[src/wpp_pkg.sv]
// wpp_pkg: shared constants, types and tables for the world point to pixel projection
// depends on nothing; used by the top level, wpp_config, wpp_rotate and wpp_project
`timescale 1ns / 1ps

package wpp_pkg;

   localparam logic signed [15:0] Q14_ONE      = 16'sd16384;
   localparam logic signed [27:0] CORDIC_GAIN  = 28'sd10188014;
   localparam int                 CORDIC_STEPS = 15;
   localparam logic [15:0]        FOCAL_RESET  = 16'd8192;
   localparam logic signed [17:0] PRINCIPAL_X  = 18'sd5120;
   localparam logic signed [17:0] PRINCIPAL_Y  = 18'sd3840;
   localparam int                 DIV_BITS     = 21;

   typedef enum logic [1:0] {
      ST_OK    = 2'd0,
      ST_DEPTH = 2'd1,
      ST_SAT   = 2'd2
   } status_type;

   typedef enum logic [2:0] {
      REG_CAM_X   = 3'd0,
      REG_CAM_Y   = 3'd1,
      REG_CAM_Z   = 3'd2,
      REG_YAW     = 3'd3,
      REG_TILT    = 3'd4,
      REG_FOCAL_X = 3'd5,
      REG_FOCAL_Y = 3'd6
   } reg_index_type;

   typedef enum logic [1:0] {
      CFG_IDLE,
      CFG_ROTATE,
      CFG_STORE,
      CFG_PRODUCT
   } cfg_state_type;

   typedef struct packed {
      logic signed [15:0] cam_x;
      logic signed [15:0] cam_y;
      logic signed [15:0] cam_z;
      logic        [15:0] focal_x;
      logic        [15:0] focal_y;
      logic signed [15:0] yaw_sin;
      logic signed [15:0] yaw_cos;
      logic signed [15:0] tilt_sin;
      logic signed [15:0] tilt_cos;
      logic signed [29:0] ycos_tsin;
      logic signed [29:0] ysin_tsin;
      logic signed [29:0] ycos_tcos;
      logic signed [29:0] ysin_tcos;
   } cfg_type;

   // arctangent of 2^-i in binary angle units
   function automatic logic signed [15:0] atan_bau(input logic [3:0] i);
      logic signed [15:0] v;
      case (i)
         4'd0:    v = 16'sd8192;
         4'd1:    v = 16'sd4836;
         4'd2:    v = 16'sd2555;
         4'd3:    v = 16'sd1297;
         4'd4:    v = 16'sd651;
         4'd5:    v = 16'sd326;
         4'd6:    v = 16'sd163;
         4'd7:    v = 16'sd81;
         4'd8:    v = 16'sd41;
         4'd9:    v = 16'sd20;
         4'd10:   v = 16'sd10;
         4'd11:   v = 16'sd5;
         4'd12:   v = 16'sd3;
         4'd13:   v = 16'sd1;
         4'd14:   v = 16'sd1;
         default: v = 16'sd0;
      endcase
      return v;
   endfunction

endpackage

[src/wpp_config.sv]
// wpp_config: register file plus iterative cordic for yaw and tilt sine and cosine
// depends on wpp_pkg
`timescale 1ns / 1ps

module wpp_config (
   input  logic             clock,
   input  logic             reset,
   input  logic             wr_en,
   input  logic [2:0]       wr_index,
   input  logic [15:0]      wr_data,
   output wpp_pkg::cfg_type cfg,
   output logic             busy
);

   wpp_pkg::cfg_state_type state_ff, state_in;

   logic signed [15:0] cam_x_ff, cam_x_in, cam_y_ff, cam_y_in, cam_z_ff, cam_z_in;
   logic        [15:0] focal_x_ff, focal_x_in, focal_y_ff, focal_y_in;
   logic signed [15:0] ysin_ff, ysin_in, ycos_ff, ycos_in;
   logic signed [15:0] tsin_ff, tsin_in, tcos_ff, tcos_in;
   logic signed [29:0] k_ycts_ff, k_ycts_in, k_ysts_ff, k_ysts_in;
   logic signed [29:0] k_yctc_ff, k_yctc_in, k_ystc_ff, k_ystc_in;

   logic signed [27:0] x_ff, x_in, y_ff, y_in;
   logic signed [15:0] z_ff, z_in;
   logic        [3:0]  step_ff, step_in;
   logic        [1:0]  quad_ff, quad_in;
   logic               zero_ff, zero_in;
   logic               tilt_sel_ff, tilt_sel_in;

   logic        [15:0] ang_u;
   logic signed [15:0] ang_r;
   logic               ang_zero;
   logic               ang_write;
   logic signed [27:0] xs, ys, cw, sw;
   logic signed [15:0] cr, sr, cq, sq;
   logic signed [31:0] p_ycts, p_ysts, p_yctc, p_ystc;

   assign ang_u     = wr_data + 16'd8192;
   assign ang_r     = $signed({2'b00, ang_u[13:0]}) - 16'sd8192;
   assign ang_zero  = (ang_u[13:0] == 14'd8192);
   assign ang_write = wr_en && (wr_index == wpp_pkg::REG_YAW || wr_index == wpp_pkg::REG_TILT);

   assign xs = x_ff >>> step_ff;
   assign ys = y_ff >>> step_ff;
   assign cw = (x_ff + 28'sd512) >>> 10;
   assign sw = (y_ff + 28'sd512) >>> 10;

   always_comb begin
      if (zero_ff) begin
         cr = wpp_pkg::Q14_ONE;
         sr = 16'sd0;
      end else begin
         if (cw > 28'sd16384)       cr = wpp_pkg::Q14_ONE;
         else if (cw < -28'sd16384) cr = -wpp_pkg::Q14_ONE;
         else                       cr = cw[15:0];
         if (sw > 28'sd16384)       sr = wpp_pkg::Q14_ONE;
         else if (sw < -28'sd16384) sr = -wpp_pkg::Q14_ONE;
         else                       sr = sw[15:0];
      end
      // quarter turns
      case (quad_ff)
         2'd1:    begin cq = -sr; sq = cr;  end
         2'd2:    begin cq = -cr; sq = -sr; end
         2'd3:    begin cq = sr;  sq = -cr; end
         default: begin cq = cr;  sq = sr;  end
      endcase
   end

   assign p_ycts = ycos_ff * tsin_ff;
   assign p_ysts = ysin_ff * tsin_ff;
   assign p_yctc = ycos_ff * tcos_ff;
   assign p_ystc = ysin_ff * tcos_ff;

   // next state
   always_comb begin
      state_in = state_ff;
      case (state_ff)
         wpp_pkg::CFG_IDLE: begin
            if (ang_write) begin
               if (ang_zero) state_in = wpp_pkg::CFG_STORE;
               else          state_in = wpp_pkg::CFG_ROTATE;
            end
         end
         wpp_pkg::CFG_ROTATE: begin
            if (step_ff == 4'(wpp_pkg::CORDIC_STEPS - 1)) state_in = wpp_pkg::CFG_STORE;
         end
         wpp_pkg::CFG_STORE:   state_in = wpp_pkg::CFG_PRODUCT;
         wpp_pkg::CFG_PRODUCT: state_in = wpp_pkg::CFG_IDLE;
         default:              state_in = wpp_pkg::CFG_IDLE;
      endcase
   end

   // outputs and datapath
   always_comb begin
      cam_x_in    = cam_x_ff;
      cam_y_in    = cam_y_ff;
      cam_z_in    = cam_z_ff;
      focal_x_in  = focal_x_ff;
      focal_y_in  = focal_y_ff;
      ysin_in     = ysin_ff;
      ycos_in     = ycos_ff;
      tsin_in     = tsin_ff;
      tcos_in     = tcos_ff;
      k_ycts_in   = k_ycts_ff;
      k_ysts_in   = k_ysts_ff;
      k_yctc_in   = k_yctc_ff;
      k_ystc_in   = k_ystc_ff;
      x_in        = x_ff;
      y_in        = y_ff;
      z_in        = z_ff;
      step_in     = step_ff;
      quad_in     = quad_ff;
      zero_in     = zero_ff;
      tilt_sel_in = tilt_sel_ff;
      case (state_ff)
         wpp_pkg::CFG_IDLE: begin
            if (wr_en) begin
               case (wr_index)
                  wpp_pkg::REG_CAM_X:   cam_x_in   = wr_data;
                  wpp_pkg::REG_CAM_Y:   cam_y_in   = wr_data;
                  wpp_pkg::REG_CAM_Z:   cam_z_in   = wr_data;
                  wpp_pkg::REG_FOCAL_X: focal_x_in = wr_data;
                  wpp_pkg::REG_FOCAL_Y: focal_y_in = wr_data;
                  default: ;
               endcase
            end
            if (ang_write) begin
               tilt_sel_in = (wr_index == wpp_pkg::REG_TILT);
               x_in        = wpp_pkg::CORDIC_GAIN;
               y_in        = 28'sd0;
               z_in        = ang_r;
               step_in     = 4'd0;
               quad_in     = ang_u[15:14];
               zero_in     = ang_zero;
            end
         end
         wpp_pkg::CFG_ROTATE: begin
            if (!z_ff[15]) begin
               x_in = x_ff - ys;
               y_in = y_ff + xs;
               z_in = z_ff - wpp_pkg::atan_bau(step_ff);
            end else begin
               x_in = x_ff + ys;
               y_in = y_ff - xs;
               z_in = z_ff + wpp_pkg::atan_bau(step_ff);
            end
            step_in = step_ff + 4'd1;
         end
         wpp_pkg::CFG_STORE: begin
            if (tilt_sel_ff) begin
               tcos_in = cq;
               tsin_in = sq;
            end else begin
               ycos_in = cq;
               ysin_in = sq;
            end
         end
         wpp_pkg::CFG_PRODUCT: begin
            k_ycts_in = p_ycts[29:0];
            k_ysts_in = p_ysts[29:0];
            k_yctc_in = p_yctc[29:0];
            k_ystc_in = p_ystc[29:0];
         end
         default: ;
      endcase
   end

   always_ff @(posedge clock) begin
      if (reset) begin
         state_ff   <= wpp_pkg::CFG_IDLE;
         cam_x_ff   <= 16'sd0;
         cam_y_ff   <= 16'sd0;
         cam_z_ff   <= 16'sd0;
         focal_x_ff <= wpp_pkg::FOCAL_RESET;
         focal_y_ff <= wpp_pkg::FOCAL_RESET;
         ysin_ff    <= 16'sd0;
         ycos_ff    <= wpp_pkg::Q14_ONE;
         tsin_ff    <= 16'sd0;
         tcos_ff    <= wpp_pkg::Q14_ONE;
         k_ycts_ff  <= 30'sd0;
         k_ysts_ff  <= 30'sd0;
         k_yctc_ff  <= 30'sd268435456;
         k_ystc_ff  <= 30'sd0;
      end else begin
         state_ff   <= state_in;
         cam_x_ff   <= cam_x_in;
         cam_y_ff   <= cam_y_in;
         cam_z_ff   <= cam_z_in;
         focal_x_ff <= focal_x_in;
         focal_y_ff <= focal_y_in;
         ysin_ff    <= ysin_in;
         ycos_ff    <= ycos_in;
         tsin_ff    <= tsin_in;
         tcos_ff    <= tcos_in;
         k_ycts_ff  <= k_ycts_in;
         k_ysts_ff  <= k_ysts_in;
         k_yctc_ff  <= k_yctc_in;
         k_ystc_ff  <= k_ystc_in;
      end
   end

   always_ff @(posedge clock) begin
      x_ff        <= x_in;
      y_ff        <= y_in;
      z_ff        <= z_in;
      step_ff     <= step_in;
      quad_ff     <= quad_in;
      zero_ff     <= zero_in;
      tilt_sel_ff <= tilt_sel_in;
   end

   assign busy = (state_ff != wpp_pkg::CFG_IDLE);

   assign cfg.cam_x     = cam_x_ff;
   assign cfg.cam_y     = cam_y_ff;
   assign cfg.cam_z     = cam_z_ff;
   assign cfg.focal_x   = focal_x_ff;
   assign cfg.focal_y   = focal_y_ff;
   assign cfg.yaw_sin   = ysin_ff;
   assign cfg.yaw_cos   = ycos_ff;
   assign cfg.tilt_sin  = tsin_ff;
   assign cfg.tilt_cos  = tcos_ff;
   assign cfg.ycos_tsin = k_ycts_ff;
   assign cfg.ysin_tsin = k_ysts_ff;
   assign cfg.ycos_tcos = k_yctc_ff;
   assign cfg.ysin_tcos = k_ystc_ff;

endmodule

[config.mk]
export PLATFORM = sky130hd
export DESIGN_NAME = wpp_config
export DESIGN_NICKNAME = d
export VERILOG_FILES = /design/src/wpp_pkg.sv /design/src/wpp_config.sv
export SDC_FILE = /design/constraint.sdc
export NUM_CORES = 2
export LEC_CHECK = 0
export ABC_CLOCK_PERIOD_IN_PS = 18900
export BUFFER_PORTS_ARGS = -buffer_cell sky130_fd_sc_hd__buf_4
export CAP_MARGIN = 25
export CORE_MARGIN = 4
export CORE_UTILIZATION = 40
export DETAILED_ROUTE_END_ITERATION = 6
export SLEW_MARGIN = 20
export SYNTH_ARGS = -nofsm -noshare
export SYNTH_HDL_FRONTEND = slang
export SYNTH_SLANG_ARGS = --single-unit
[constraint.sdc]
create_clock -name clock -period 18.9 [get_ports clock]
set_clock_uncertainty 0.2 [all_clocks]
set_input_delay 2.835 -clock clock [delete_from_list [all_inputs] [get_ports clock]]
set_output_delay 2.835 -clock clock [all_outputs]
set_load 0.02 [all_outputs]
==> flow_summary.toml <==
[routing]
drt_pass1_iterations = 7
drt_iter0_markers = 3358
drc_errors = 9
vias = 48478
routed_wl_microns = 190000
wl_per_cell_microns = 21.1
vias_per_cell = 5.38
ant_nets = 0

[yosys]
avgSynthCellArea_sq_um = 8.80
synth_top_area_cell = "fa_1"
yosysSeqAreaShare = 0.132
synth_fa_ha_area_frac = 0.412
synth_ff_type = "dfxtp_1"
synthSimpleGateAreaFrac = 0.174
synth_cell_type_count = 90
async_flop_share = 0
synthXorXnorAreaFrac = 0.0447
syn_inst = 6893
synth_top_family_by_area = "adder cells"
ys_seq_elements = 360
synth_edf_count = 80
synth_common_cells = "inv_1 (1143), fa_1 (995), nand2_1 (818), and2_1 (511), nor2_1 (434)"
synth.cell_area_sq_um = 60600
yosysWarnings = 0
synth_area_leaders = "fa_1 (33%), dfxtp_1 (9.2%), ha_1 (8.4%)"
muxShareOfSynthArea = 0.0500
syn-num-nets = 8315
synth_compound_area_frac = 0.0924
synthMostInstantiatedCell = "inv_1"
yosysTopAreaCellShare = 0.329

[floorplan]
die_area_sq_um = 158000
fp.dieH_microns = 397
initial_core_util = 0.403
io_pins = 287
die_x_microns = 397
fp-row-count = 142
core-area_sq_um = 150000

[setup_path]
crit_path_start_kind = "flop"
end_kind = "flop"
critPathRequiredTime_ps = 19280
cp-startpoint = "ycos_ff[9]$_SDFFE_PP0P_"
r2r_cells = 22
reg2reg_slack_ps = 10710
critPathCapture = "k_ycts_ff[29]$_SDFFE_PP0N_"
path_max_fanout = 18
reg2reg_to = "k_ycts_ff[29]$_SDFFE_PP0N_"
crit_type = "reg -> reg"
arrival_ps = 8570
reg2reg_from = "ycos_ff[9]$_SDFFE_PP0P_"

[sta]
worst_slack_ps = 10710
fin_worst_hold_slack_ps = 254
rsz0062_at_grt = "false"
fin_crit_sh = 0.433
hold_violations = 0
tns_ps = 0
drv_slew = 0
min_period_ps = 8190
fmax_mhz = 122
slew_headroom = 0.293
tightest_slew_ps = 1060
finalSetupViolations = 0

[power_and_ir_drop]
power_frac_comb = 0.581
p_clk_frac = 0.202
sw_frac_of_total = 0.475
powerDensity_nw_per_um2 = 75.7
power.switching_uw = 2390
vdd_drop_max_v = 0.000119
p_leak_uw = 0.0312
seq_power_share = 0.217
p_int_uw = 2640

[clock_network]
cts_tree = "yes"
cts_setup_buffers = 0
clkTransAtPathRegs_ps = 60
htreeDepth = 2
numCtsBuffers = 48
holdBufCountCts = 0
root_buffer = "clkbuf_16"
clk_latency_ps = 680
cts.sinks = 360
post_cts.resized_instances = 0
clock_path_buffers = 3

[place]
place_hpwl_microns = 146000
dp.cells = 8915
port_buffers = 286
place_ws_ps = 10790
gp_congestion = 0.940

[hold_path]
hold_path_class = "reg -> reg"

[job]
max-cap-violations = 0

[finish]
syn2layout_area_growth_pct = 9.53
nNetsFinal = 8373
drive_gt1_frac = 0.0870
layout.cells.non_filler = 9008
fin_util = 0.442

[global_routing]
grtUsageTotal = 0.241
grt-ovfl-total = 0
antenna_found_initial = 6
grt_pass1_vias = 50974
grt_max_degree = 125
grt_pass1_wl_microns = 296000

[run_status]
violations = "design-rule violations"
outcome = "finished, violations left"
logic make-up after synthesis:
family | count (synthesis)
adder cells (fa/ha/maj) | 1400
flip-flops | 360
buffers and inverters | 1526
AO/OA/AOI/OAI | 876
XOR/XNOR | 308
AND/OR/NAND/NOR | 2197
multiplexers | 226
power groups by stage:
stage | Combinational (uW) | Sequential (uW) | Clock, uW
6_report | 2920 | 1090 | 1020
5_1_grt | 3240 | 1100 | 1070
4_1_cts | 2910 | 1080 | 1040
3_5_place_dp | 2890 | 1100 | 0
3_3_place_gp | 2850 | 1090 | 0
2_1_floorplan | 2150 | 1010 | 0
cells in the final DEF, fill, tap and decap left out, types with 9 or more instances in the layout:
cell type and instances:
inv_1 1141, fa_1 995, nand2_1 818, and2_1 511, nor2_1 433, ha_1 404, buf_4 381, dfxtp_1 278
a21oi_1 272, xnor2_1 209, o21ai_0 162, mux2i_1 128, xor2_1 98, nand3_1 97, edfxtp_1 80, nor3_1 78
a21o_1 59, a211oi_1 59, mux4_2 56, nand2b_1 55, clkbuf_16 51, a31oi_1 50, mux2_2 41, and3_1 39
nor2b_1 36, o21bai_1 35, o21a_1 31, o211ai_1 26, nand4_1 25, o31ai_1 22, or3_1 22, nor4_1 21
o22ai_1 20, o221ai_1 14, or2_2 12, clkbuf_8 11, a211o_1 9, a311oi_1 9, clkinv_2 9
worst min-delay path by stage:
| stage | start | end | slack (ps) | depth (start not counted) |
|---|---|---|---|---|
| 6_report | cam_x_ff[13]$_SDFFE_PP0P_ | cam_x_ff[13]$_SDFFE_PP0P_ | 250 | 2 |
| 2_1_floorplan | state_ff[0]$_SDFFE_PP0P_ | state_ff[0]$_SDFFE_PP0P_ | 270 | 2 |
| 5_1_grt | cam_x_ff[13]$_SDFFE_PP0P_ | cam_x_ff[13]$_SDFFE_PP0P_ | 280 | 2 |
| 4_1_cts | cam_x_ff[13]$_SDFFE_PP0P_ | cam_x_ff[13]$_SDFFE_PP0P_ | 260 | 2 |
| 3_3_place_gp | focal_x_ff[10]$_SDFFE_PP0P_ | focal_x_ff[10]$_SDFFE_PP0P_ | 240 | 2 |
| 3_5_place_dp | cam_x_ff[13]$_SDFFE_PP0P_ | cam_x_ff[13]$_SDFFE_PP0P_ | 250 | 2 |
area by class of cell:
| cell class | count | area, sq um |
|---|---|---|
| diodes | 2 | 5.00 |
| clock buffers | 62 | 1420 |
| clock inverters | 27 | 310 |
| fillers | 14853 | 83900 |
| inverters | 1148 | 4310 |
| multi-input cells | 5007 | 46900 |
| flip-flops and latches | 360 | 8010 |
| well taps | 2016 | 2520 |
| repair buffers | 386 | 2950 |
flip-flops by register name (all words and copies together) (netlist names), 28 cells and up, named ones only:
| name | flops |
|---|---|
| k_yctc_ff | 30 |
| y_ff | 28 |
| k_ystc_ff | 30 |
| k_ysts_ff | 30 |
| x_ff | 28 |
| k_ycts_ff | 30 |
metal layers:
layer | GRT usage | wire (microns) | vias up
li1 | - | - | 21959
met1 | 0.289 | 73800 | 24404
met2 | 0.418 | 92900 | 1693
met3 | 0.0528 | 14900 | 422
met4 | 0.0970 | 8700 | 0
met5 | 0 | 0 | -
per-stage QoR:
| step | instance area [sq um] | total power (uW) |
|---|---|---|
| 6_report | 66400 | 5030 |
| 3_5_place_dp | 64600 | 3990 |
| 5_1_grt | 66400 | 5400 |
| 2_1_floorplan | 60600 | 3160 |
| 3_3_place_gp | 64600 | 3940 |
| 4_1_cts | 66400 | 5040 |
critical path, stage by stage, from the launching register on:
cell	delay (ps)
dfxtp_1	830
buf_4	440
nand2_1	110
fa_1	480
fa_1	530
fa_1	530
inv_1	70
fa_1	520
fa_1	510
inv_1	50
fa_1	470
inv_1	40
ha_1	320
and3_1	230
a221o_1	310
a311oi_1	600
o221ai_1	460
a31oi_1	400
nor2b_1	90
o21a_1	190
o41ai_1	380
xnor2_1	130
a211oi_1	230
Note: power is estimated with default switching activity, not from simulation.
